**config.mk**
```make
export PLATFORM = sky130hd
export DESIGN_NAME = sar_fdiv
export DESIGN_NICKNAME = d
export VERILOG_FILES = /design/src/hdl/sar_pkg.sv /design/src/hdl/sar_fdiv.sv
export SDC_FILE = /design/constraint.sdc
export NUM_CORES = 2
export LEC_CHECK = 0
export BUFFER_PORTS_ARGS = -buffer_cell sky130_fd_sc_hd__buf_4
export CAP_MARGIN = 20
export CORE_AREA = 8 8 308 608
export CTS_BUF_LIST = sky130_fd_sc_hd__clkbuf_8
export CTS_CLUSTER_DIAMETER = 200
export DETAILED_ROUTE_END_ITERATION = 10
export DIE_AREA = 0 0 316 616
export GPL_TIMING_DRIVEN = 0
export SLEW_MARGIN = 10
export SYNTH_ARGS = -nofsm -noshare
export SYNTH_HDL_FRONTEND = slang
export SYNTH_SLANG_ARGS = --single-unit
```
**constraint.sdc**
```tcl
create_clock -name clk_i -period 28.5 [get_ports clk_i]
set_input_delay 1.425 -clock clk_i [delete_from_list [all_inputs] [get_ports clk_i]]
set_output_delay 1.425 -clock clk_i [all_outputs]
set_load 0.1 [all_outputs]
```
**src/hdl/sar_pkg.sv**
```systemverilog
// shared types, constants and float32 helper functions for the saturation rate pipeline
package sar_pkg;

  localparam logic [31:0] F_QNAN    = 32'h7FC0_0000;
  localparam logic [31:0] F_ONE     = 32'h3F80_0000;
  localparam logic [31:0] F_ZERO    = 32'h0000_0000;
  localparam logic [31:0] SIGN_MASK = 32'h8000_0000;

  localparam int unsigned MUL_LAT    = 3;
  localparam int unsigned ADD_LAT    = 5;
  localparam int unsigned DIV_STAGES = 13;
  localparam int unsigned DIV_BITS   = 2;
  localparam int unsigned DIV_QBITS  = DIV_STAGES * DIV_BITS;
  localparam int unsigned DIV_LAT    = DIV_STAGES + 2;

  localparam int unsigned CFG_W     = 32;
  localparam int unsigned CFG_IDX_W = 2;
  localparam logic [CFG_IDX_W-1:0] CFG_RV   = 2'd0;
  localparam logic [CFG_IDX_W-1:0] CFG_QMIN = 2'd1;
  localparam logic [CFG_IDX_W-1:0] CFG_DT   = 2'd2;
  localparam logic [CFG_W-1:0] RV_RST   = 32'h43E6_C000;
  localparam logic [CFG_W-1:0] QMIN_RST = 32'h2690_FE7D;
  localparam logic [CFG_W-1:0] DT_RST   = 32'h3F80_0000;

  // unpacked operand, mantissa normalized with the leading one at bit 23
  typedef struct packed {
    logic               sign;
    logic signed [11:0] exp;
    logic [23:0]        man;
    logic               zero;
    logic               inf;
    logic               nan;
  } fp_unp_t;

  // sign, exponent and special-case flags that ride along a datapath
  typedef struct packed {
    logic               sign;
    logic signed [11:0] exp;
    logic               nan;
    logic               inf;
    logic               zero;
  } fp_side_t;

  function automatic fp_unp_t fp_unpack(input logic [31:0] f);
    fp_unp_t    u;
    logic [4:0] lz;
    logic       found;
    lz    = '0;
    found = 1'b0;
    for (int i = 22; i >= 0; i--) begin
      if (!found) begin
        if (f[i]) found = 1'b1;
        else lz = lz + 5'd1;
      end
    end
    u.sign = f[31];
    u.nan  = (f[30:23] == 8'hFF) && (f[22:0] != '0);
    u.inf  = (f[30:23] == 8'hFF) && (f[22:0] == '0);
    u.zero = (f[30:0] == '0);
    if (f[30:23] != '0) begin
      u.exp = $signed({4'b0, f[30:23]});
      u.man = {1'b1, f[22:0]};
    end else begin
      // subnormal: shift the leading one up, exponent goes to zero or below
      u.exp = -$signed({7'b0, lz});
      u.man = {f[22:0], 1'b0} << lz;
    end
    return u;
  endfunction

  // m[26] is the leading one, m[2] guard, m[1:0] round and sticky
  function automatic logic [31:0] fp_round_pack(input logic sign, input logic signed [11:0] e,
                                                input logic [26:0] m);
    logic signed [12:0] t;
    logic [4:0]         sh;
    logic [26:0]        mask;
    logic [26:0]        m2;
    logic               inc;
    logic [24:0]        r;
    logic signed [11:0] e1;
    logic [31:0]        y;
    t    = '0;
    sh   = '0;
    mask = '0;
    m2   = m;
    inc  = 1'b0;
    r    = '0;
    e1   = e;
    y    = '0;
    if (e >= 12'sd255) begin
      y = {sign, 8'hFF, 23'b0};
    end else if (e < 12'sd1) begin
      // subnormal result: denormalize with sticky, then round
      t    = 13'sd1 - 13'(e);
      sh   = (t > 13'sd27) ? 5'd27 : t[4:0];
      mask = ~({27{1'b1}} << sh);
      m2   = m >> sh;
      m2[0] = m2[0] | (|(m & mask));
      inc  = m2[2] & ((|m2[1:0]) | m2[3]);
      r    = {1'b0, m2[26:3]} + 25'(inc);
      y    = {sign, 7'b0, r[23], r[22:0]};
    end else begin
      inc = m[2] & ((|m[1:0]) | m[3]);
      r   = {1'b0, m[26:3]} + 25'(inc);
      if (r[24]) begin
        e1 = e + 12'sd1;
        if (e1 >= 12'sd255) y = {sign, 8'hFF, 23'b0};
        else y = {sign, e1[7:0], r[23:1]};
      end else begin
        y = {sign, e[7:0], r[22:0]};
      end
    end
    return y;
  endfunction

  function automatic logic fp_is_nan(input logic [31:0] a);
    return (a[30:23] == 8'hFF) && (a[22:0] != '0);
  endfunction

  function automatic logic fp_lt(input logic [31:0] a, input logic [31:0] b);
    logic r;
    if (fp_is_nan(a) || fp_is_nan(b)) r = 1'b0;
    else if ((a[30:0] == '0) && (b[30:0] == '0)) r = 1'b0;
    else if (a[31] != b[31]) r = a[31];
    else if (!a[31]) r = a[30:0] < b[30:0];
    else r = a[30:0] > b[30:0];
    return r;
  endfunction

  function automatic logic fp_eq(input logic [31:0] a, input logic [31:0] b);
    return !fp_is_nan(a) && !fp_is_nan(b) &&
           (((a[30:0] == '0) && (b[30:0] == '0)) || (a == b));
  endfunction

  // tie keeps the first operand
  function automatic logic [31:0] fp_max(input logic [31:0] a, input logic [31:0] b);
    logic [31:0] r;
    if (fp_is_nan(a) || fp_is_nan(b)) r = F_QNAN;
    else r = fp_lt(a, b) ? b : a;
    return r;
  endfunction

  function automatic logic [31:0] fp_min(input logic [31:0] a, input logic [31:0] b);
    logic [31:0] r;
    if (fp_is_nan(a) || fp_is_nan(b)) r = F_QNAN;
    else r = fp_lt(b, a) ? b : a;
    return r;
  endfunction

endpackage

```
**src/hdl/sar_fdiv.sv**
```systemverilog
// pipelined float32 divider: unpack, restoring radix-4 quotient stages, round
module sar_fdiv import sar_pkg::*; (
  input  logic        clk_i,
  input  logic        en_i,
  input  logic [31:0] a_i,
  input  logic [31:0] b_i,
  output logic [31:0] y_o
);

  fp_unp_t     ua, ub;
  fp_side_t    s1_side_d, s1_side_q;
  logic [23:0] s1_ma_q, s1_mb_q;

  logic [24:0]           r_q    [DIV_STAGES];
  logic [DIV_QBITS-1:0]  q_q    [DIV_STAGES];
  logic [23:0]           mb_q   [DIV_STAGES];
  fp_side_t              side_q [DIV_STAGES];

  fp_side_t    fin_side;
  logic [31:0] y_d, y_q;

  always_comb begin
    ua = fp_unpack(a_i);
    ub = fp_unpack(b_i);
    s1_side_d.sign = ua.sign ^ ub.sign;
    s1_side_d.exp  = ua.exp - ub.exp + 12'sd127;
    s1_side_d.nan  = ua.nan | ub.nan | (ua.zero & ub.zero) | (ua.inf & ub.inf);
    s1_side_d.inf  = ua.inf | ub.zero;
    s1_side_d.zero = ua.zero | ub.inf;
  end

  always_ff @(posedge clk_i) begin
    if (en_i) begin
      s1_side_q <= s1_side_d;
      s1_ma_q   <= ua.man;
      s1_mb_q   <= ub.man;
    end
  end

  for (genvar k = 0; k < DIV_STAGES; k++) begin : g_iter
    logic [24:0]          r_in, r_d;
    logic [DIV_QBITS-1:0] q_in, q_d;
    logic [23:0]          mb_in;
    fp_side_t             sd_in;

    if (k == 0) begin : g_first
      // prescale so the quotient lands in [1,2)
      always_comb begin
        sd_in = s1_side_q;
        mb_in = s1_mb_q;
        q_in  = '0;
        if (s1_ma_q < s1_mb_q) begin
          r_in      = {s1_ma_q, 1'b0};
          sd_in.exp = s1_side_q.exp - 12'sd1;
        end else begin
          r_in = {1'b0, s1_ma_q};
        end
      end
    end else begin : g_next
      assign r_in  = r_q[k-1];
      assign q_in  = q_q[k-1];
      assign mb_in = mb_q[k-1];
      assign sd_in = side_q[k-1];
    end

    always_comb begin
      r_d = r_in;
      q_d = q_in;
      for (int j = 0; j < DIV_BITS; j++) begin
        if (r_d >= {1'b0, mb_in}) begin
          r_d = r_d - {1'b0, mb_in};
          q_d = {q_d[DIV_QBITS-2:0], 1'b1};
        end else begin
          q_d = {q_d[DIV_QBITS-2:0], 1'b0};
        end
        r_d = {r_d[23:0], 1'b0};
      end
    end

    always_ff @(posedge clk_i) begin
      if (en_i) begin
        r_q[k]    <= r_d;
        q_q[k]    <= q_d;
        mb_q[k]   <= mb_in;
        side_q[k] <= sd_in;
      end
    end
  end

  always_comb begin
    fin_side = side_q[DIV_STAGES-1];
    if (fin_side.nan) y_d = F_QNAN;
    else if (fin_side.inf) y_d = {fin_side.sign, 8'hFF, 23'b0};
    else if (fin_side.zero) y_d = {fin_side.sign, 31'b0};
    else y_d = fp_round_pack(fin_side.sign, fin_side.exp,
                             {q_q[DIV_STAGES-1], |r_q[DIV_STAGES-1]});
  end

  always_ff @(posedge clk_i) begin
    if (en_i) y_q <= y_d;
  end

  assign y_o = y_q;

endmodule

```
==> impl_metrics.env <==
export IMPL_drcViolationCount=0
export IMPL_endpoint_kind="flip-flop"
export IMPL_worst_pin_slew_ns=1.223
export IMPL_synth_flop_cell="edfxtp_1"
export IMPL_dr_first_iter_drc_count=3392
export IMPL_syn_avg_cell_area_sq_um=9.957
export IMPL_vias_per_cell=5.883
export IMPL_postCtsSetupRepairBufs=0
export IMPL_clkSinkCount=1086
export IMPL_worstSetupStartpointType="input port"
export IMPL_utilization=0.4856
export IMPL_vias=63230
export IMPL_p_leak_nw=35.31
export IMPL_netlist_instances=8031
export IMPL_routedWlPerCell_um=25.04
export IMPL_post_layout_nonfiller_instances=10750
export IMPL_ant_nets=0
export IMPL_synthTopCellsByCount="edfxtp_1, ha_1, nor2_1"
export IMPL_final_nets=9080
export IMPL_ir_drop_mv=0.06484
export IMPL_port_buffers=80
export IMPL_yosysUniqueCellTypes=109
export IMPL_syn_nets=8818
export IMPL_rsz0062_at_grt="no"
export IMPL_finalCritPeriodShare=0.5950
export IMPL_layout_drive_gt1_share=0.09944
export IMPL_status="finished clean"
export IMPL_dieHeight_um=616
export IMPL_nFillCells=16700
export IMPL_cts_tree="built"
export IMPL_start_util=0.4462
export IMPL_crit_required_ns=29.12
export IMPL_root_buffer="clkbuf_8"
export IMPL_wl_mm=269.1
export IMPL_core_area_sq_mm=0.1792
export IMPL_slew_viol_final=0
export IMPL_fin_tns_setup_ns=0
export IMPL_crit_slowest_cell="a221oi_1"
export IMPL_setup_ws_ns=11.54
export IMPL_cp_common_cell="ha_1"
export IMPL_pin_count=98
export IMPL_hold_viol_final=0
export IMPL_seq_area_sq_mm=0.03261
export IMPL_grt_max_degree=163
export IMPL_timing_fmax_mhz=58.97
export IMPL_async_reset_ff_frac=0
export IMPL_slew_headroom=0.1793
export IMPL_clkSlewWorstSetupHoldPaths_ns=0.07
export IMPL_dieArea_sq_mm=0.1947
export IMPL_netlist_area_sq_mm=0.07996
export IMPL_track_usage=0.2682
export IMPL_pre_cts_ws_ns=10.76
export IMPL_antenna_found_initial=5
export IMPL_p_per_area_mw_per_mm2=142.1
export IMPL_synth_top_area_share=0.4078
export IMPL_crit_arrival_ns=17.58
export IMPL_ys_ff_latch=1086
export IMPL_firstDrtPassIters=7
export IMPL_htreeDepth=4
export IMPL_place_congestion=0.9930
export IMPL_yosysMostFrequentCell="edfxtp_1"
export IMPL_synthToLayoutAreaGrowth_pct=8.820
export IMPL_grt_overflow_total=0
export IMPL_finalSetupViolations=0
export IMPL_hold_buffers=0
export IMPL_critPathMaxStageDelay_ns=0.70
export IMPL_yosysTopAreaCell="edfxtp_1"
export IMPL_yosysWarnings=0
export IMPL_drv_cap=0
export IMPL_cts_made_buffers=165
export IMPL_dp_hpwl_mm=220.3
export IMPL_place_inst=10450
export IMPL_finalPower_mw=12.37
export IMPL_worst_setup_path_type="in -> reg"
export IMPL_ys_seq_area_frac=0.4078
export IMPL_fin_skew_ns=0.1009
export IMPL_cts_buffer_depth=4
export IMPL_die_w_um=316
export IMPL_post_cts_resized=0
export IMPL_synth_edf_count=1086
export IMPL_critPathMaxFanout=10
export IMPL_hp_class="reg -> reg"
export IMPL_insertion_delay_ns=0.92
export IMPL_finalCriticalPeriod_ns=16.96
export IMPL_grt_pass1_wl_mm=392.4
export IMPL_ys_top_cells_by_area="edfxtp_1, ha_1, mux2_2, xnor2_1, a21oi_1"
export IMPL_num_rows=220
export IMPL_grt_pass1_vias=65660
export IMPL_multi_input_comb_area_sq_mm=0.04419
## critical path, delay by kind of cell
family	cells	cell delay [ns]
compound gates	27	5.79
xor+xnor	3	0.82
fa+ha+maj	15	4.87
buf+inv	6	1.73
mux	4	1.05
simple gates	12	1.83
## cell type report
| class | count | share of cell area |
|---|---|---|
| multi-input cells | 6115 | 0.5078 |
| flip-flops and latches | 1086 | 0.3748 |
| well taps | 2331 | 0.03352 |
| clock buffers | 168 | 0.02657 |
| inverters | 596 | 0.02571 |
| plain buffers | 234 | 0.01080 |
| clock inverters | 113 | 0.01055 |
| repair buffers | 95 | 0.009979 |
| diodes | 10 | 0.0002876 |
## per-layer routing
| metal | routed length (um) | GRT usage | vias to the layer above |
|---|---|---|---|
| met5 | 0 | 0 | - |
| met1 | 76530 | 0.2050 | 30070 |
| li1 | - | - | 30160 |
| met2 | 150800 | 0.5401 | 1916 |
| met3 | 8137 | 0.03037 | 1073 |
| met4 | 33630 | 0.2756 | 0 |
## power by group
part | total (mW) | switching (mW) | internal, mW
registers | 2.75 | 0.250 | 2.50
clock network | 1.32 | 0.624 | 0.695
logic | 8.30 | 4.83 | 3.47
## through the flow
step	hold WS [ns]	instance area, sq um
floorplan	0.4003	79960
global route	0.3785	87000
CTS	0.3969	86970
finish	0.3891	87020
detailed placement	0.4045	83740
global placement	0.4006	83480
## worst paths after layout
| check | from | endpoint | slack (ns) | depth (start not counted) |
|---|---|---|---|---|
| max | a_i[22] | s1_side_q[14]$_DFFE_PP_ | 11.54 | 67 |
| max reg2reg | g_iter[0].mb_in[1]$_DFFE_PP_ | r_q[0][18]$_DFFE_PP_ | 12.74 | 50 |
| min | q_q[0][56]$_DFFE_PP_ | q_q[0][84]$_DFFE_PP_ | 0.39 | 0 |
| min reg2reg | q_q[0][56]$_DFFE_PP_ | q_q[0][84]$_DFFE_PP_ | 0.39 | 0 |
## kinds of logic after synthesis
kind of cell    Yosys count  share of synthesized area
flops                  1086                     0.4078
xor+xnor                565                    0.06428
simple gates           2271                     0.1375
buf+inv                 830                    0.03973
compound gates         2031                     0.1611
fa+ha+maj               730                     0.1154
mux                     518                    0.07423
## sequential cells by signal, summed over array words and instances (netlist names)
signal / flops
g_iter.mb_in: 24
s1_side_q: 12
y_o: 32
side_q: 208
mb_q: 288
s1_ma_q: 24
g_iter.sd_in: 4
q_q: 182
r_q: 312
## cells in the final DEF, fill, tap and decap left out, drive strengths merged, types with 72 or more instances in the layout
master,synthesis,routed
a21boi,84,84
a21o,244,244
a21oi,591,591
buf,52,147
clkbuf,182,350
edfxtp,1086,1086
ha,706,706
inv,593,624
mux2,350,350
mux2i,143,143
nand2,579,579
nand2b,113,113
nand3,146,146
nand4,127,127
nor2,656,656
nor2b,131,131
nor3,157,157
o21a,72,72
o21ai,480,480
xnor2,366,366
xor2,189,189
Note: power is estimated with default switching activity, not from simulation.
