## src/hdl/sar_pkg.sv

```systemverilog
// shared types, constants and float32 helper functions for the saturation rate pipeline
package sar_pkg;

  localparam logic [31:0] F_QNAN    = 32'h7FC0_0000;
  localparam logic [31:0] F_ONE     = 32'h3F80_0000;
  localparam logic [31:0] F_ZERO    = 32'h0000_0000;
  localparam logic [31:0] SIGN_MASK = 32'h8000_0000;

  localparam int unsigned MUL_LAT    = 3;
  localparam int unsigned ADD_LAT    = 5;
  localparam int unsigned DIV_STAGES = 13;
  localparam int unsigned DIV_BITS   = 2;
  localparam int unsigned DIV_QBITS  = DIV_STAGES * DIV_BITS;
  localparam int unsigned DIV_LAT    = DIV_STAGES + 2;

  localparam int unsigned CFG_W     = 32;
  localparam int unsigned CFG_IDX_W = 2;
  localparam logic [CFG_IDX_W-1:0] CFG_RV   = 2'd0;
  localparam logic [CFG_IDX_W-1:0] CFG_QMIN = 2'd1;
  localparam logic [CFG_IDX_W-1:0] CFG_DT   = 2'd2;
  localparam logic [CFG_W-1:0] RV_RST   = 32'h43E6_C000;
  localparam logic [CFG_W-1:0] QMIN_RST = 32'h2690_FE7D;
  localparam logic [CFG_W-1:0] DT_RST   = 32'h3F80_0000;

  // unpacked operand, mantissa normalized with the leading one at bit 23
  typedef struct packed {
    logic               sign;
    logic signed [11:0] exp;
    logic [23:0]        man;
    logic               zero;
    logic               inf;
    logic               nan;
  } fp_unp_t;

  // sign, exponent and special-case flags that ride along a datapath
  typedef struct packed {
    logic               sign;
    logic signed [11:0] exp;
    logic               nan;
    logic               inf;
    logic               zero;
  } fp_side_t;

  function automatic fp_unp_t fp_unpack(input logic [31:0] f);
    fp_unp_t    u;
    logic [4:0] lz;
    logic       found;
    lz    = '0;
    found = 1'b0;
    for (int i = 22; i >= 0; i--) begin
      if (!found) begin
        if (f[i]) found = 1'b1;
        else lz = lz + 5'd1;
      end
    end
    u.sign = f[31];
    u.nan  = (f[30:23] == 8'hFF) && (f[22:0] != '0);
    u.inf  = (f[30:23] == 8'hFF) && (f[22:0] == '0);
    u.zero = (f[30:0] == '0);
    if (f[30:23] != '0) begin
      u.exp = $signed({4'b0, f[30:23]});
      u.man = {1'b1, f[22:0]};
    end else begin
      // subnormal: shift the leading one up, exponent goes to zero or below
      u.exp = -$signed({7'b0, lz});
      u.man = {f[22:0], 1'b0} << lz;
    end
    return u;
  endfunction

  // m[26] is the leading one, m[2] guard, m[1:0] round and sticky
  function automatic logic [31:0] fp_round_pack(input logic sign, input logic signed [11:0] e,
                                                input logic [26:0] m);
    logic signed [12:0] t;
    logic [4:0]         sh;
    logic [26:0]        mask;
    logic [26:0]        m2;
    logic               inc;
    logic [24:0]        r;
    logic signed [11:0] e1;
    logic [31:0]        y;
    t    = '0;
    sh   = '0;
    mask = '0;
    m2   = m;
    inc  = 1'b0;
    r    = '0;
    e1   = e;
    y    = '0;
    if (e >= 12'sd255) begin
      y = {sign, 8'hFF, 23'b0};
    end else if (e < 12'sd1) begin
      // subnormal result: denormalize with sticky, then round
      t    = 13'sd1 - 13'(e);
      sh   = (t > 13'sd27) ? 5'd27 : t[4:0];
      mask = ~({27{1'b1}} << sh);
      m2   = m >> sh;
      m2[0] = m2[0] | (|(m & mask));
      inc  = m2[2] & ((|m2[1:0]) | m2[3]);
      r    = {1'b0, m2[26:3]} + 25'(inc);
      y    = {sign, 7'b0, r[23], r[22:0]};
    end else begin
      inc = m[2] & ((|m[1:0]) | m[3]);
      r   = {1'b0, m[26:3]} + 25'(inc);
      if (r[24]) begin
        e1 = e + 12'sd1;
        if (e1 >= 12'sd255) y = {sign, 8'hFF, 23'b0};
        else y = {sign, e1[7:0], r[23:1]};
      end else begin
        y = {sign, e[7:0], r[22:0]};
      end
    end
    return y;
  endfunction

  function automatic logic fp_is_nan(input logic [31:0] a);
    return (a[30:23] == 8'hFF) && (a[22:0] != '0);
  endfunction

  function automatic logic fp_lt(input logic [31:0] a, input logic [31:0] b);
    logic r;
    if (fp_is_nan(a) || fp_is_nan(b)) r = 1'b0;
    else if ((a[30:0] == '0) && (b[30:0] == '0)) r = 1'b0;
    else if (a[31] != b[31]) r = a[31];
    else if (!a[31]) r = a[30:0] < b[30:0];
    else r = a[30:0] > b[30:0];
    return r;
  endfunction

  function automatic logic fp_eq(input logic [31:0] a, input logic [31:0] b);
    return !fp_is_nan(a) && !fp_is_nan(b) &&
           (((a[30:0] == '0) && (b[30:0] == '0)) || (a == b));
  endfunction

  // tie keeps the first operand
  function automatic logic [31:0] fp_max(input logic [31:0] a, input logic [31:0] b);
    logic [31:0] r;
    if (fp_is_nan(a) || fp_is_nan(b)) r = F_QNAN;
    else r = fp_lt(a, b) ? b : a;
    return r;
  endfunction

  function automatic logic [31:0] fp_min(input logic [31:0] a, input logic [31:0] b);
    logic [31:0] r;
    if (fp_is_nan(a) || fp_is_nan(b)) r = F_QNAN;
    else r = fp_lt(b, a) ? b : a;
    return r;
  endfunction

endpackage

```

## src/hdl/sar_fmul.sv

```systemverilog
// pipelined float32 multiplier: unpack, multiply, normalize and round
module sar_fmul import sar_pkg::*; (
  input  logic        clk_i,
  input  logic        en_i,
  input  logic [31:0] a_i,
  input  logic [31:0] b_i,
  output logic [31:0] y_o
);

  fp_unp_t     ua, ub;
  fp_side_t    s1_side_d, s1_side_q, s2_side_q;
  logic [23:0] s1_ma_q, s1_mb_q;
  logic [47:0] s2_p_q;
  logic [26:0] m27;
  logic signed [11:0] e_n;
  logic [31:0] y_d, y_q;

  always_comb begin
    ua = fp_unpack(a_i);
    ub = fp_unpack(b_i);
    s1_side_d.sign = ua.sign ^ ub.sign;
    s1_side_d.exp  = ua.exp + ub.exp - 12'sd127;
    s1_side_d.nan  = ua.nan | ub.nan | (ua.inf & ub.zero) | (ua.zero & ub.inf);
    s1_side_d.inf  = ua.inf | ub.inf;
    s1_side_d.zero = ua.zero | ub.zero;
  end

  always_ff @(posedge clk_i) begin
    if (en_i) begin
      s1_side_q <= s1_side_d;
      s1_ma_q   <= ua.man;
      s1_mb_q   <= ub.man;
      s2_side_q <= s1_side_q;
      s2_p_q    <= s1_ma_q * s1_mb_q;
      y_q       <= y_d;
    end
  end

  always_comb begin
    if (s2_p_q[47]) begin
      m27 = {s2_p_q[47:22], |s2_p_q[21:0]};
      e_n = s2_side_q.exp + 12'sd1;
    end else begin
      m27 = {s2_p_q[46:21], |s2_p_q[20:0]};
      e_n = s2_side_q.exp;
    end
    if (s2_side_q.nan) y_d = F_QNAN;
    else if (s2_side_q.inf) y_d = {s2_side_q.sign, 8'hFF, 23'b0};
    else if (s2_side_q.zero) y_d = {s2_side_q.sign, 31'b0};
    else y_d = fp_round_pack(s2_side_q.sign, e_n, m27);
  end

  assign y_o = y_q;

endmodule

```

## config.mk

```make
export PLATFORM = sky130hd
export DESIGN_NAME = sar_fmul
export DESIGN_NICKNAME = d
export VERILOG_FILES = /design/src/hdl/sar_pkg.sv /design/src/hdl/sar_fmul.sv
export SDC_FILE = /design/constraint.sdc
export NUM_CORES = 2
export LEC_CHECK = 0
export BUFFER_PORTS_ARGS = -buffer_cell sky130_fd_sc_hd__buf_2
export CAP_MARGIN = 5
export CELL_PAD_IN_SITES_DETAIL_PLACEMENT = 2
export CELL_PAD_IN_SITES_GLOBAL_PLACEMENT = 2
export CORE_MARGIN = 5
export CORE_UTILIZATION = 37
export CTS_CLUSTER_DIAMETER = 60
export CTS_CLUSTER_SIZE = 14
export DETAILED_ROUTE_END_ITERATION = 10
export HOLD_SLACK_MARGIN = 0.08
export PLACE_DENSITY_LB_ADDON = 0.1
export REMOVE_ABC_BUFFERS = 1
export SLEW_MARGIN = 20
export SYNTH_ARGS = -nofsm -noshare
export SYNTH_HDL_FRONTEND = slang
export SYNTH_SLANG_ARGS = --single-unit
```

## constraint.sdc

```tcl
create_clock -name clk_i -period 18.9 [get_ports clk_i]
set_input_delay 5.67 -clock clk_i [delete_from_list [all_inputs] [get_ports clk_i]]
set_output_delay 5.67 -clock clk_i [all_outputs]
set_load 0.02 [all_outputs]
```

==> run_results.csv <==
group,metric,value,unit
floorplan,rows,116,
global_routing,grt_usage,26.2,%
cts,clock_tree.root_cell,"sky130_fd_sc_hd__clkbuf_16",
cts,path_clk_slew,0.09,ns
finish,area_growth_syn_to_layout,7.94,%
synth,synth.ff_latch_count,160,
placed_design,place_congestion,0.880,
synth,share_of_synthesized_flip_flops_with_an_asynchronous_set_or_reset,0,%
setup_path,endpoint_kind,"register",
synth,synth.yosys.seq_area_share,12.9,%
timing,timing.fmax,0.0552,GHz
route,first_pass_iters,5,
global_routing,final_global_route_overflow_total,0,
setup_path,most_numerous_cell_on_the_critical_path,"sky130_fd_sc_hd__ha_1",
timing,tightestPinTransition,1.16,ns
route,initialDrtViolationCount,1896,
setup_path,slowest_stage,"sky130_fd_sc_hd__fa_1",
floorplan,initial_core_util,37.2,%
cts,clock_sinks,160,
global_routing,pin_count_of_the_biggest_net_entering_global_routing,89,
cts,clk-insertion-delay-late,0.51,ns
route,drt_drc_violations_left,0,
synth,synthCells,4385,
finish,n_fill_cell,11200,
timing,setup-violations-final,0,
timing,period_minus_slack,18.11,ns
global_routing,via_count_of_the_first_global_routing_pass,36400,
route,detail_route.vias_per_cell,5.69,
route,antenna_violating_nets_post_route,0,
finish,finish.net_count,5191,
setup_path,path_max_fanout,6,
synth,postSynth.topFlopCell,"sky130_fd_sc_hd__edfxtp_1",
cts,cts-hold-fix-buffers,0,
synth,syn_avg_cell_area,8.49,um2
route,route.vias.total,32500,
synth,synth_edf_count,160,
timing,relSlewSlack,22.8,%
synth,synthesis.area,0.0372,mm2
synth,yosys.cell_types.count,121,
cts,tritoncts_clock_tree,"yes",
timing,final_hold_violation_count,0,
timing,final_cycle_share,95.8,%
route,routed_wire_length_per_instance,24.7,um
floorplan,io-pin-count,98,
min_path,path_category_of_the_worst_min_delay_check,"reg2reg",
floorplan,die_h,327,um
global_routing,first_pass_grt_wire_length,220,mm
floorplan,floorplan.die_area,0.107,mm2
cts,cts_made_buffers,17,
setup_path,worstSetupStartpointType,"primary input",
timing,report.final.slew_viol_count,0,
timing,final_worst_setup_slack,0.787,ns
finish,final_layout_size_suffix_gt1_share,9.37,%
finish,layout.area.seq,0.00480,mm2
global_routing,number_of_antenna_violations_at_the_first_check_in_global_routing,3,
setup_path,critical_path_required,19.14,ns
placed_design,placedCellCount,5667,
route,detail_route.wirelength,141,mm
placed_design,hpwl,110,mm
placed_design,port_buffers,97,
cts,htree_num_levels,4,
setup_path,maximum_single_stage_delay_on_the_critical_path,0.41,ns
synth,synth.yosys.warnings,0,
floorplan,core_footprint,0.100,mm2
timing,fin_skew,0.0229,ns
floorplan,die_w,327,um
setup_path,crit_arrival,18.36,ns
status,status,"complete, no violations",
cts,cts_buffer_depth,2,
placed_design,post-place-ws,-0.679,ns
finish,multiInputGateArea,0.0295,mm2
finish,final_instance_count_excl_fillers,5709,
setup_path,criticalPathCategory,"in2reg",
flow_run,number_of_max_cap_violations,0,
[sequential cells by signal (all words and copies together), names as in the netlist]
| signal | count |
|---|---|
| s2_p_q | 48 |
| y_o | 32 |
| s1_ma_q | 24 |
| s1_mb_q | 24 |
| s1_side_q | 16 |
| s2_side_q | 16 |
[cells by family (layout without fill, tap and decap cells)]
family                     after synthesis  in the layout  synth area share [%]
and+or+nand+nor                       1613           1613                  21.7
buffers and inverters                  814            839                  8.50
adders and majority gates              737            737                  34.5
AOI/OAI and AO/OA                      719            719                  13.0
xor gates and xnor gates               191            191                  5.20
DFF                                    160            160                  12.9
muxes                                  151            151                  4.24
other                                    0              1                     0
[what timing repair did]
item                                    CTS  global route
resized for setup                         2            32
pin swaps                                 0            15
setup buffers                             0             7
endpoints found under the setup margin    1             5
[layout make-up]
cell class / instances / area share, %
multi-input cells: 3411 / 73.3
flip-flops and latches: 160 / 12.0
inverters: 577 / 5.39
well taps: 1298 / 4.04
repair buffers: 230 / 3.75
clock buffers: 17 / 1.06
clock inverters: 15 / 0.477
diodes: 1 / 0.00623
[layer usage]
| metal | part of all wire [%] | global-route usage [%] | vias to the layer above | routed length [um] |
|---|---|---|---|---|
| met2 | 50 | 46.4 | 543 | 70100 |
| met3 | 2.7 | 2.12 | 175 | 3750 |
| met4 | 3.5 | 8.43 | 0 | 4960 |
| met5 | 0 | 0 | - | 0 |
| met1 | 44 | 34.1 | 17000 | 62300 |
| li1 | - | - | 14700 | - |
[critical path: cells and delay by family]
kind,cells,cell delay (ns)
adder cells (fa/ha/maj),15,4.60
AO/OA/AOI/OAI,27,4.02
AND/OR/NAND/NOR,18,2.54
buffers and inverters,7,0.61
multiplexers,3,0.48
XOR/XNOR,2,0.37
[cell usage after synthesis, drive strengths merged (18+ instances only)]
master | number | share of area (%)
buf | 53 | 0.82
o21a | 25 | 0.50
edfxtp | 160 | 13
inv | 575 | 5.8
mux2 | 20 | 0.61
nand3 | 147 | 2.0
a21oi | 169 | 2.3
or4 | 21 | 0.44
nor3 | 87 | 1.3
nand4 | 26 | 0.45
nand2b | 40 | 0.67
xnor2 | 133 | 3.4
and3 | 23 | 0.39
a21o | 30 | 0.61
o31ai | 19 | 0.41
o211ai | 41 | 0.83
nor4 | 67 | 1.5
mux2i | 131 | 3.6
or2 | 25 | 0.43
a31oi | 23 | 0.47
o22ai | 26 | 0.44
xor2 | 47 | 1.1
clkbuf | 184 | 1.9
nor2 | 201 | 2.1
fa | 483 | 26
ha | 245 | 8.2
and2 | 241 | 4.1
nand2 | 631 | 6.4
o21ai | 175 | 2.4
o21bai | 18 | 0.36
nor2b | 41 | 0.69
or3 | 30 | 0.52
a211oi | 24 | 0.51
[per-stage QoR]
stage | area [um2] | hold slack, ns | TNS [ns] | util [%]
2_1_floorplan | 36200 | 0.400 | -0.342 | -
3_3_place_gp | 39300 | 0.403 | -0.0628 | 39.3
3_5_place_dp | 39300 | 0.409 | -0.814 | 39.3
4_1_cts | 40000 | 0.426 | 0 | 40.0
5_1_grt | 40200 | 0.434 | -0.109 | 40.2
6_report | 40200 | 0.423 | 0 | 40.2
[cells in the final DEF, fill, tap and decap left out, types with 12 or more instances in the layout]
cell | netlist | final
sky130_fd_sc_hd__mux2_2 | 20 | 20
sky130_fd_sc_hd__edfxtp_1 | 160 | 160
sky130_fd_sc_hd__nand2_1 | 630 | 630
sky130_fd_sc_hd__and2_1 | 241 | 241
sky130_fd_sc_hd__a21o_1 | 30 | 30
sky130_fd_sc_hd__or3_1 | 29 | 29
sky130_fd_sc_hd__or2_2 | 17 | 17
sky130_fd_sc_hd__nor4_1 | 55 | 52
sky130_fd_sc_hd__ha_1 | 245 | 244
sky130_fd_sc_hd__buf_4 | 7 | 131
sky130_fd_sc_hd__mux2i_1 | 127 | 124
sky130_fd_sc_hd__and3_1 | 23 | 23
sky130_fd_sc_hd__nor2b_1 | 41 | 40
sky130_fd_sc_hd__o21ai_0 | 144 | 140
sky130_fd_sc_hd__clkbuf_16 | 0 | 17
sky130_fd_sc_hd__xnor2_1 | 124 | 120
sky130_fd_sc_hd__fa_1 | 483 | 483
sky130_fd_sc_hd__nor2_1 | 195 | 192
sky130_fd_sc_hd__o211ai_1 | 41 | 41
sky130_fd_sc_hd__a211o_1 | 12 | 12
sky130_fd_sc_hd__nand4_1 | 25 | 25
sky130_fd_sc_hd__o31ai_1 | 17 | 15
sky130_fd_sc_hd__o21ai_1 | 29 | 31
sky130_fd_sc_hd__nand3_1 | 145 | 145
sky130_fd_sc_hd__o21bai_1 | 18 | 18
sky130_fd_sc_hd__o21a_1 | 25 | 25
sky130_fd_sc_hd__a31oi_1 | 21 | 21
sky130_fd_sc_hd__or4_1 | 19 | 19
sky130_fd_sc_hd__a21oi_1 | 168 | 161
sky130_fd_sc_hd__o2111ai_1 | 13 | 12
sky130_fd_sc_hd__nand2b_1 | 40 | 39
sky130_fd_sc_hd__xor2_1 | 46 | 45
sky130_fd_sc_hd__a221oi_1 | 13 | 12
sky130_fd_sc_hd__buf_2 | 27 | 96
sky130_fd_sc_hd__inv_1 | 574 | 574
sky130_fd_sc_hd__a22oi_1 | 12 | 12
sky130_fd_sc_hd__o22ai_1 | 26 | 26
sky130_fd_sc_hd__a211oi_1 | 22 | 21
sky130_fd_sc_hd__nor3_1 | 79 | 77
[path summary, 6_finish.rpt]
path | from | slack (ns) | cells after the start | to
max | b_i[22] | 0.79 | 72 | s1_side_q[14]
min | s1_side_q[0] | 0.42 | 0 | s2_side_q[0]
max reg2reg | s1_mb_q[9] | 9.23 | 27 | s2_p_q[46]
min reg2reg | s1_side_q[0] | 0.42 | 0 | s2_side_q[0]
Power is left out: the tool's default activity adds up to more than one toggle a clock period on the data nets, which glitch-free logic cannot reach.
