[src/hdl/sar_pkg.sv]
// shared types, constants and float32 helper functions for the saturation rate pipeline
package sar_pkg;

  localparam logic [31:0] F_QNAN    = 32'h7FC0_0000;
  localparam logic [31:0] F_ONE     = 32'h3F80_0000;
  localparam logic [31:0] F_ZERO    = 32'h0000_0000;
  localparam logic [31:0] SIGN_MASK = 32'h8000_0000;

  localparam int unsigned MUL_LAT    = 3;
  localparam int unsigned ADD_LAT    = 5;
  localparam int unsigned DIV_STAGES = 13;
  localparam int unsigned DIV_BITS   = 2;
  localparam int unsigned DIV_QBITS  = DIV_STAGES * DIV_BITS;
  localparam int unsigned DIV_LAT    = DIV_STAGES + 2;

  localparam int unsigned CFG_W     = 32;
  localparam int unsigned CFG_IDX_W = 2;
  localparam logic [CFG_IDX_W-1:0] CFG_RV   = 2'd0;
  localparam logic [CFG_IDX_W-1:0] CFG_QMIN = 2'd1;
  localparam logic [CFG_IDX_W-1:0] CFG_DT   = 2'd2;
  localparam logic [CFG_W-1:0] RV_RST   = 32'h43E6_C000;
  localparam logic [CFG_W-1:0] QMIN_RST = 32'h2690_FE7D;
  localparam logic [CFG_W-1:0] DT_RST   = 32'h3F80_0000;

  // unpacked operand, mantissa normalized with the leading one at bit 23
  typedef struct packed {
    logic               sign;
    logic signed [11:0] exp;
    logic [23:0]        man;
    logic               zero;
    logic               inf;
    logic               nan;
  } fp_unp_t;

  // sign, exponent and special-case flags that ride along a datapath
  typedef struct packed {
    logic               sign;
    logic signed [11:0] exp;
    logic               nan;
    logic               inf;
    logic               zero;
  } fp_side_t;

  function automatic fp_unp_t fp_unpack(input logic [31:0] f);
    fp_unp_t    u;
    logic [4:0] lz;
    logic       found;
    lz    = '0;
    found = 1'b0;
    for (int i = 22; i >= 0; i--) begin
      if (!found) begin
        if (f[i]) found = 1'b1;
        else lz = lz + 5'd1;
      end
    end
    u.sign = f[31];
    u.nan  = (f[30:23] == 8'hFF) && (f[22:0] != '0);
    u.inf  = (f[30:23] == 8'hFF) && (f[22:0] == '0);
    u.zero = (f[30:0] == '0);
    if (f[30:23] != '0) begin
      u.exp = $signed({4'b0, f[30:23]});
      u.man = {1'b1, f[22:0]};
    end else begin
      // subnormal: shift the leading one up, exponent goes to zero or below
      u.exp = -$signed({7'b0, lz});
      u.man = {f[22:0], 1'b0} << lz;
    end
    return u;
  endfunction

  // m[26] is the leading one, m[2] guard, m[1:0] round and sticky
  function automatic logic [31:0] fp_round_pack(input logic sign, input logic signed [11:0] e,
                                                input logic [26:0] m);
    logic signed [12:0] t;
    logic [4:0]         sh;
    logic [26:0]        mask;
    logic [26:0]        m2;
    logic               inc;
    logic [24:0]        r;
    logic signed [11:0] e1;
    logic [31:0]        y;
    t    = '0;
    sh   = '0;
    mask = '0;
    m2   = m;
    inc  = 1'b0;
    r    = '0;
    e1   = e;
    y    = '0;
    if (e >= 12'sd255) begin
      y = {sign, 8'hFF, 23'b0};
    end else if (e < 12'sd1) begin
      // subnormal result: denormalize with sticky, then round
      t    = 13'sd1 - 13'(e);
      sh   = (t > 13'sd27) ? 5'd27 : t[4:0];
      mask = ~({27{1'b1}} << sh);
      m2   = m >> sh;
      m2[0] = m2[0] | (|(m & mask));
      inc  = m2[2] & ((|m2[1:0]) | m2[3]);
      r    = {1'b0, m2[26:3]} + 25'(inc);
      y    = {sign, 7'b0, r[23], r[22:0]};
    end else begin
      inc = m[2] & ((|m[1:0]) | m[3]);
      r   = {1'b0, m[26:3]} + 25'(inc);
      if (r[24]) begin
        e1 = e + 12'sd1;
        if (e1 >= 12'sd255) y = {sign, 8'hFF, 23'b0};
        else y = {sign, e1[7:0], r[23:1]};
      end else begin
        y = {sign, e[7:0], r[22:0]};
      end
    end
    return y;
  endfunction

  function automatic logic fp_is_nan(input logic [31:0] a);
    return (a[30:23] == 8'hFF) && (a[22:0] != '0);
  endfunction

  function automatic logic fp_lt(input logic [31:0] a, input logic [31:0] b);
    logic r;
    if (fp_is_nan(a) || fp_is_nan(b)) r = 1'b0;
    else if ((a[30:0] == '0) && (b[30:0] == '0)) r = 1'b0;
    else if (a[31] != b[31]) r = a[31];
    else if (!a[31]) r = a[30:0] < b[30:0];
    else r = a[30:0] > b[30:0];
    return r;
  endfunction

  function automatic logic fp_eq(input logic [31:0] a, input logic [31:0] b);
    return !fp_is_nan(a) && !fp_is_nan(b) &&
           (((a[30:0] == '0) && (b[30:0] == '0)) || (a == b));
  endfunction

  // tie keeps the first operand
  function automatic logic [31:0] fp_max(input logic [31:0] a, input logic [31:0] b);
    logic [31:0] r;
    if (fp_is_nan(a) || fp_is_nan(b)) r = F_QNAN;
    else r = fp_lt(a, b) ? b : a;
    return r;
  endfunction

  function automatic logic [31:0] fp_min(input logic [31:0] a, input logic [31:0] b);
    logic [31:0] r;
    if (fp_is_nan(a) || fp_is_nan(b)) r = F_QNAN;
    else r = fp_lt(b, a) ? b : a;
    return r;
  endfunction

endpackage

[src/hdl/sar_fadd.sv]
// pipelined float32 adder: swap, align, add, normalize, round
module sar_fadd import sar_pkg::*; (
  input  logic        clk_i,
  input  logic        en_i,
  input  logic [31:0] a_i,
  input  logic [31:0] b_i,
  output logic [31:0] y_o
);

  fp_unp_t     ua, ub, big, sml;
  logic        swap;
  logic        spec_d;
  logic [31:0] spec_val_d;
  logic signed [11:0] dexp;
  logic [4:0]  dsh_d;

  // stage 1
  logic        s1_spec_q, s1_sign_q, s1_sub_q;
  logic [31:0] s1_spec_val_q;
  logic signed [11:0] s1_exp_q;
  logic [23:0] s1_bm_q, s1_sm_q;
  logic [4:0]  s1_dsh_q;
  // stage 2
  logic [26:0] al_se, al_mask, al_sm;
  logic        s2_spec_q, s2_sign_q, s2_sub_q;
  logic [31:0] s2_spec_val_q;
  logic signed [11:0] s2_exp_q;
  logic [26:0] s2_bm_q, s2_sm_q;
  // stage 3
  logic        s3_spec_q, s3_sign_q;
  logic [31:0] s3_spec_val_q;
  logic signed [11:0] s3_exp_q;
  logic [27:0] s3_sum_q;
  // stage 4
  logic [4:0]  lz;
  logic        found;
  logic [26:0] nm_d;
  logic signed [11:0] ne_d;
  logic        s4_spec_q, s4_sign_q, s4_zero_q;
  logic [31:0] s4_spec_val_q;
  logic signed [11:0] s4_exp_q;
  logic [26:0] s4_m_q;
  // stage 5
  logic [31:0] y_d, y_q;

  always_comb begin
    ua   = fp_unpack(a_i);
    ub   = fp_unpack(b_i);
    swap = a_i[30:0] < b_i[30:0];
    big  = swap ? ub : ua;
    sml  = swap ? ua : ub;
    spec_d     = 1'b1;
    spec_val_d = F_QNAN;
    if (ua.nan || ub.nan || (ua.inf && ub.inf && (ua.sign != ub.sign))) spec_val_d = F_QNAN;
    else if (ua.inf) spec_val_d = a_i;
    else if (ub.inf) spec_val_d = b_i;
    else if (ua.zero && ub.zero) spec_val_d = {ua.sign & ub.sign, 31'b0};
    else if (sml.zero) spec_val_d = swap ? b_i : a_i;
    else spec_d = 1'b0;
    dexp  = big.exp - sml.exp;
    dsh_d = (dexp > 12'sd27) ? 5'd27 : dexp[4:0];
  end

  always_ff @(posedge clk_i) begin
    if (en_i) begin
      s1_spec_q     <= spec_d;
      s1_spec_val_q <= spec_val_d;
      s1_sign_q     <= big.sign;
      s1_sub_q      <= ua.sign ^ ub.sign;
      s1_exp_q      <= big.exp;
      s1_bm_q       <= big.man;
      s1_sm_q       <= sml.man;
      s1_dsh_q      <= dsh_d;
    end
  end

  // align the smaller operand, shifted-out bits fold into sticky
  always_comb begin
    al_se   = {s1_sm_q, 3'b0};
    al_mask = ~({27{1'b1}} << s1_dsh_q);
    al_sm   = al_se >> s1_dsh_q;
    al_sm[0] = al_sm[0] | (|(al_se & al_mask));
  end

  always_ff @(posedge clk_i) begin
    if (en_i) begin
      s2_spec_q     <= s1_spec_q;
      s2_spec_val_q <= s1_spec_val_q;
      s2_sign_q     <= s1_sign_q;
      s2_sub_q      <= s1_sub_q;
      s2_exp_q      <= s1_exp_q;
      s2_bm_q       <= {s1_bm_q, 3'b0};
      s2_sm_q       <= al_sm;
      s3_spec_q     <= s2_spec_q;
      s3_spec_val_q <= s2_spec_val_q;
      s3_sign_q     <= s2_sign_q;
      s3_exp_q      <= s2_exp_q;
      s3_sum_q      <= s2_sub_q ? ({1'b0, s2_bm_q} - {1'b0, s2_sm_q})
                                : ({1'b0, s2_bm_q} + {1'b0, s2_sm_q});
    end
  end

  always_comb begin
    lz    = '0;
    found = 1'b0;
    for (int i = 26; i >= 0; i--) begin
      if (!found) begin
        if (s3_sum_q[i]) found = 1'b1;
        else lz = lz + 5'd1;
      end
    end
    if (s3_sum_q[27]) begin
      nm_d = {s3_sum_q[27:2], |s3_sum_q[1:0]};
      ne_d = s3_exp_q + 12'sd1;
    end else begin
      nm_d = s3_sum_q[26:0] << lz;
      ne_d = s3_exp_q - $signed({7'b0, lz});
    end
  end

  always_ff @(posedge clk_i) begin
    if (en_i) begin
      s4_spec_q     <= s3_spec_q;
      s4_spec_val_q <= s3_spec_val_q;
      s4_sign_q     <= s3_sign_q;
      s4_zero_q     <= (s3_sum_q == '0);
      s4_exp_q      <= ne_d;
      s4_m_q        <= nm_d;
      y_q           <= y_d;
    end
  end

  // exact cancellation gives plus zero
  always_comb begin
    if (s4_spec_q) y_d = s4_spec_val_q;
    else if (s4_zero_q) y_d = F_ZERO;
    else y_d = fp_round_pack(s4_sign_q, s4_exp_q, s4_m_q);
  end

  assign y_o = y_q;

endmodule

[config.mk]
export PLATFORM = sky130hd
export DESIGN_NAME = sar_fadd
export DESIGN_NICKNAME = d
export VERILOG_FILES = /design/src/hdl/sar_pkg.sv /design/src/hdl/sar_fadd.sv
export SDC_FILE = /design/constraint.sdc
export NUM_CORES = 1
export LEC_CHECK = 0
export ABC_AREA = 0
export BUFFER_PORTS_ARGS = -buffer_cell sky130_fd_sc_hd__buf_2
export CAP_MARGIN = 40
export CORE_MARGIN = 3
export CORE_UTILIZATION = 55
export CTS_CLUSTER_DIAMETER = 200
export DETAILED_ROUTE_END_ITERATION = 16
export GPL_TIMING_DRIVEN = 0
export PLACE_DENSITY = 0.72
export REMOVE_ABC_BUFFERS = 1
export SYNTH_ARGS = -nofsm -noshare
export SYNTH_HDL_FRONTEND = slang
export SYNTH_SLANG_ARGS = --single-unit
export TNS_END_PERCENT = 5
[constraint.sdc]
create_clock -name clk_i -period 36.7 [get_ports clk_i]
set_clock_uncertainty 0.1 [all_clocks]
set_input_delay 3.67 -clock clk_i [delete_from_list [all_inputs] [get_ports clk_i]]
set_output_delay 3.67 -clock clk_i [all_outputs]
set_load 0.1 [all_outputs]
==> impl_metrics.csv, run 1 <==
group,metric,value,unit
floorplanning,start_util,56.2,%
clock_network,cts_max_path_buffers,3,
hold_path,hold_path_class,"flip-flop to flip-flop",
clock_network,cts_hold_repair.buffers,0,
setup_path,r2r_cells,78,
setup_path,slowest_delay,0.52,ns
detailed_routing,wl_per_cell,20.6,microns
timing,max_freq,45.7,MHz
timing,hold_ws,0.297,ns
yosys,avgSynthCellArea,8.81,sq um
clock_network,cts_buffers,38,
pwr,p_leak,14.1,nW
yosys,ys_seq_elements,378,
grt,overflow,0,
timing,finalCritPeriodShare,59.6,%
timing,maxSlewHeadroom,28.9,%
setup_path,r2r-end,"s4_exp_q[11]",
setup_path,crit_type,"input pin to flip-flop",
placed_design,gp_congestion,1.00,
grt,grt_max_degree,133,
clock_network,clkLatencyLatePin,0.56,ns
clock_network,clock-root-buffer,"clkbuf_16",
finish,layout_commonest_cell,"edfxtp_1",
finish,fin_util,60.6,%
timing,setup_viol_count_final,0,
hold_path,whs_endpoint,"s2_exp_q[9]",
pwr,power,1.99,mW
detailed_routing,final_antenna_net_count,0,
finish,design_area,36200,sq um
run_status,status,"finished clean",
yosys,synth_edf_count,378,
clock_network,ctsResizeCount,0,
timing,setup_tns,0,ns
clock_network,cts-htree-levels,2,
setup_path,path_max_fanout,29,
timing,slew_viol_final,0,
timing,rsz0062_at_grt,"false",
clock_network,cts.sinks,378,
setup_path,r2r_slack,21.04,ns
yosys,synth_cell_types,110,
yosys,synth-main-ff-cell,"edfxtp_1",
setup_path,cp-end-kind,"flip-flop",
detailed_routing,num_vias,29161,
hold_path,whs_path_depth,0,
placed_design,hpwl,70.5,mm
finish,layout.cells.non_filler,4559,
setup_path,worstPathRequired,36.88,ns
timing,hold_violations,0,
detailed_routing,dr.pass1.iters,6,
placed_design,port_buffers,97,
finish,nFillCells,5120,
detailed_routing,drc,0,
yosys,ys_seq_area_share,33.8,%
finish,syn2layout_area_growth,7.78,%
floorplanning,die_area,64000,sq um
detailed_routing,viasPerCell,6.40,
clock_network,path_clk_slew,0.06,ns
grt,antenna_found_initial,2,
timing,worst_slack,14.82,ns
setup_path,cpMaxStageDelayCell,"a221oi_1",
clock_network,post_cts_buffers,0,
floorplanning,io_pins,98,
finish,drive_above_1_share,9.11,%
clock_network,tritoncts,"yes",
setup_path,critPathBufInv,7,
yosys,synthArstFlopShare,0,%
yosys,netlist_area,33600,sq um
setup_path,cpLargestDelayFamily,"adder cells",
setup_path,crit_top_cell,"ha_1",
detailed_routing,wirelength,93.9,mm
timing,period_needed,21.88,ns
yosys,yosys_warnings,0,
setup_path,rr_startpoint,"s3_sum_q[26]",
yosys,synth_cells,3809,
floorplanning,dieWidth,253,microns
floorplanning,die_y,253,microns
pwr,power_density,55.0,nW/um^2
placed_design,place_inst,4491,
grt,track_usage,28.6,%
finish,fin_nets,4005,
setup_path,worstSetupStartpointType,"input pin",
detailed_routing,initialDrtViolationCount,2897,
setup_path,critPathArrivalTime,22.06,ns
timing,worst_pin_slew,1.07,ns
placed_design,pre_cts_ws,14.52,ns
hold_path,hp-start,"s1_exp_q[9]",
floorplanning,rows,89,
pwr,ir_worst_vdd,32.1,uV
placed_design,dpl-instance-area,34900,sq um
grt,grt_pass1_vias,26727,
job,maxCapViolations,0,
finish,final_cell_mix,"edfxtp_1 (378), nand2_1 (369), nor2_1 (364)",
grt,grt_pass1_wl,147,mm
floorplanning,core,59700,sq um
logic make-up after synthesis:
logic type / share of synthesized area [%]
and+or+nand+nor: 18.1
AOI/OAI and AO/OA: 19.6
buffers and inverters: 4.76
DFF: 33.8
muxes: 9.75
xor gates and xnor gates: 6.82
adders and majority gates: 7.15
sequential cells by signal, summed over array words and instances, names as in the netlist, 12 cells and up:
| name | flops |
|---|---|
| s3_spec_val_q | 32 |
| s1_sm_q | 24 |
| s2_bm_q | 24 |
| s1_exp_q | 12 |
| s2_exp_q | 12 |
| y_o | 32 |
| s1_spec_val_q | 32 |
| s2_sm_q | 27 |
| s4_spec_val_q | 32 |
| s2_spec_val_q | 32 |
| s3_sum_q | 28 |
| s4_m_q | 27 |
| s3_exp_q | 12 |
| s4_exp_q | 12 |
| s1_bm_q | 24 |
worst reg2reg max path: cells and delay by family (launching register included):
family                   cells  cell delay, ns
adder cells (fa/ha/maj)     16            4.77
AO/OA/AOI/OAI               27            4.57
AND/OR/NAND/NOR             23            3.50
multiplexers                 6            0.92
buffers and inverters        4            0.75
flip-flops                   1            0.50
XOR/XNOR                     2            0.32
worst max-delay path by stage:
stage                 start          end  slack (ns)  cells past startpoint
floorplan           b_i[20]  s1_dsh_q[3]       16.62                     89
global placement    b_i[20]  s1_dsh_q[4]       14.01                     90
detailed placement  b_i[20]  s1_dsh_q[4]       14.52                     91
CTS                 b_i[20]  s1_dsh_q[4]       15.04                     91
global route        b_i[20]  s1_dsh_q[2]       13.54                     91
finish              b_i[20]  s1_dsh_q[4]       14.82                     91
report_power, final:
part           switching, mW  internal (mW)
Combinational          0.591          0.361
Clock                  0.167          0.210
Sequential            0.0987          0.560
layout make-up:
| cell class | instances | area (sq um) | area share (%) |
|---|---|---|---|
| Timing Repair Buffer | 146 | 1270 | 3.51 |
| Inverter | 173 | 649 | 1.80 |
| Clock buffer | 44 | 973 | 2.69 |
| Sequential cell | 378 | 11400 | 31.4 |
| Clock inverter | 23 | 259 | 0.716 |
| Antenna cell | 1 | 2.50 | 0.00692 |
| Tap cell | 773 | 967 | 2.67 |
| Multi-Input combinational cell | 3021 | 20700 | 57.2 |
per-layer routing:
layer | global-route usage, % | share of wire (%) | vias to the layer above
met1 | 38.5 | 42 | 13730
met5 | 0 | 0 | -
met2 | 46.8 | 46 | 1243
li1 | - | - | 13948
met4 | 12.0 | 4.5 | 0
met3 | 3.55 | 7.6 | 240
synth_stat cells (47+ instances only):
cell | instances | share of area, %
nor2_1 | 365 | 4.1
ha_1 | 178 | 6.6
mux2i_1 | 241 | 7.2
xnor2_1 | 139 | 3.6
a21oi_1 | 288 | 4.3
mux2_2 | 47 | 1.6
a21o_1 | 56 | 1.3
inv_1 | 165 | 1.8
o21ai_0 | 214 | 3.2
nand2b_1 | 51 | 0.95
a31oi_1 | 58 | 1.1
nor3_1 | 109 | 1.6
xor2_1 | 68 | 1.8
clkbuf_1 | 183 | 2.0
nor2b_1 | 50 | 0.93
nand3_1 | 84 | 1.3
edfxtp_1 | 378 | 34
nand2_1 | 369 | 4.1
No activity file was read; power rests on OpenSTA's default activity.
==> run 2: changes to the inputs <==
--- a/config.mk
+++ b/config.mk
@@ -13,7 +13,7 @@
 export CTS_CLUSTER_DIAMETER = 200
 export DETAILED_ROUTE_END_ITERATION = 16
 export GPL_TIMING_DRIVEN = 0
-export PLACE_DENSITY = 0.72
+export PLACE_DENSITY = 0.75
 export REMOVE_ABC_BUFFERS = 1
 export SYNTH_ARGS = -nofsm -noshare
 export SYNTH_HDL_FRONTEND = slang
==> constraint.sdc (replaced) <==
create_clock -name clk_i -period 17.7 [get_ports clk_i]
set_clock_uncertainty 0.1 [all_clocks]
set_input_delay 1.77 -clock clk_i [delete_from_list [all_inputs] [get_ports clk_i]]
set_output_delay 1.77 -clock clk_i [all_outputs]
set_load 0.1 [all_outputs]
==> run 2 against run 1 <==
Compared with the run above: critical path type unchanged; non-clock buffer count up 64; via count increased by 2.1%; critical path depth stayed put; largest cell class unchanged; clock-buffer cell count is 3 lower; flip-flop and latch count stayed put; power increased by 110%; combinational power rose by 110%; global-route usage grew 0.22 points; sequential share of layout area decreased by 1.0 points; die area stayed put.
==> impl_metrics.csv, run 2 (same netlist as run 1, synthesis figures left out) <==
group,metric,value,unit
placed_design,place_inst,4491,
grt,grt_pass1_wl,148,mm
clock_network,tritoncts,"yes",
setup_path,cp-end-kind,"flip-flop",
finish,layout_commonest_cell,"edfxtp_1",
detailed_routing,dr.pass1.iters,8,
pwr,p_leak,14.6,nW
floorplanning,io_pins,98,
detailed_routing,num_vias,29780,
floorplanning,start_util,56.2,%
timing,maxSlewHeadroom,35.0,%
pwr,power,4.21,mW
detailed_routing,viasPerCell,6.44,
finish,syn2layout_area_growth,11.3,%
clock_network,cts.sinks,378,
finish,final_cell_mix,"edfxtp_1 (378), nand2_1 (365), nor2_1 (357)",
grt,track_usage,28.8,%
detailed_routing,wl_per_cell,20.8,microns
hold_path,hp-start,"s2_exp_q[10]",
grt,overflow,0,
setup_path,slowest_delay,0.32,ns
setup_path,cpMaxStageDelayCell,"ha_1",
setup_path,startpoint,"b_i[22]",
setup_path,worstPathRequired,17.91,ns
timing,slew_viol_final,0,
clock_network,cts-htree-levels,2,
setup_path,crit_type,"input pin to flip-flop",
finish,multi_input_area,21300,sq um
floorplanning,die_y,253,microns
clock_network,cts_buffers,37,
grt,grt_max_degree,138,
detailed_routing,final_antenna_net_count,0,
timing,finalCritPeriodShare,96.5,%
floorplanning,dieWidth,253,microns
detailed_routing,drc,0,
clock_network,path_clk_slew,0.06,ns
setup_path,critPathArrivalTime,17.30,ns
finish,fin_nets,4069,
clock_network,clock-root-buffer,"clkbuf_16",
detailed_routing,initialDrtViolationCount,3321,
placed_design,port_buffers,97,
finish,fin_util,62.6,%
pwr,power_density,113,nW/um^2
setup_path,worstSetupStartpointType,"input pin",
hold_path,hold_path_class,"flip-flop to flip-flop",
placed_design,gp_congestion,0.978,
timing,setup_viol_count_final,0,
timing,hold_ws,0.298,ns
finish,drive_above_1_share,12.8,%
setup_path,path_max_fanout,9,
floorplanning,die_area,64000,sq um
pwr,ir_worst_vdd,87.7,uV
placed_design,hpwl,70.4,mm
clock_network,cts_max_path_buffers,3,
detailed_routing,wirelength,96.4,mm
timing,hold_violations,0,
job,maxCapViolations,0,
clock_network,clkLatencyLatePin,0.55,ns
setup_path,rr_startpoint,"s3_sum_q[26]",
timing,max_freq,58.5,MHz
grt,grt_pass1_vias,26917,
grt,antenna_found_initial,5,
floorplanning,rows,89,
setup_path,crit_top_cell,"ha_1",
finish,nFillCells,5021,
finish,seqCellArea,11400,sq um
run_status,status,"finished clean",
finish,layout.cells.non_filler,4625,
timing,period_needed,17.09,ns
timing,worst_pin_slew,0.968,ns
floorplanning,core,59700,sq um
-- run 2: layer usage --
| metal | vias up | track usage, % | routed length [microns] | part of all wire (%) |
|---|---|---|---|---|
| met5 | - | 0 | 39 | 0.040 |
| met4 | 6 | 13.1 | 5170 | 5.4 |
| met3 | 300 | 3.08 | 7710 | 8.0 |
| met2 | 1400 | 46.5 | 44000 | 46 |
| met1 | 13969 | 39.3 | 39500 | 41 |
| li1 | 14105 | - | - | - |
-- run 2: layout make-up --
type	count	share of cell area [%]
multi-input cells	3022	57.0
diodes	2	0.0134
inverters	173	1.76
well taps	773	2.59
clock buffers	41	2.52
repair buffers	210	4.82
clock inverters	26	0.928
flip-flops and latches	378	30.4
-- run 2: where the power goes --
part | leakage [nW] | internal (mW) | switching, mW
clock network | 0.625 | 0.469 | 0.352
registers | 3.72 | 1.16 | 0.206
logic | 10.2 | 0.784 | 1.24
-- run 2: path summary, 6_finish.rpt --
kind,to,slack (ns),cells past startpoint
max reg2reg,s4_exp_q[11],1.90,78
min,s3_exp_q[10],0.30,0
min reg2reg,s3_exp_q[10],0.30,0
max,s1_dsh_q[1],0.61,91
-- run 2: timing repair --
action | in CTS | in global routing
hold buffers | 0 | 0
setup buffers | 21 | 42
gates resized for setup | 54 | 79
cloned | 1 | 1
pin swaps | 20 | 70
endpoints found under the setup margin | 31 | 5
-- run 2: stage by stage --
stage / TNS (ns) / setup slack (ns) / instance area [sq um]
after CTS: 0 / 0.0159 / 36600
after floorplan: -2.37 / -0.484 / 32600
after global routing: -0.820 / -0.227 / 37300
final: 0 / 0.613 / 37300
after detailed placement: -34.80 / -2.62 / 34900
after global placement: -59.03 / -2.95 / 34100
-- run 2: critical path: cells and delay by family --
family | cells | cell delay [ns]
adders and majority gates | 22 | 6.07
AOI/OAI and AO/OA | 27 | 4.00
muxes | 13 | 2.31
and+or+nand+nor | 19 | 2.00
buffers and inverters | 9 | 1.00
xor gates and xnor gates | 1 | 0.17
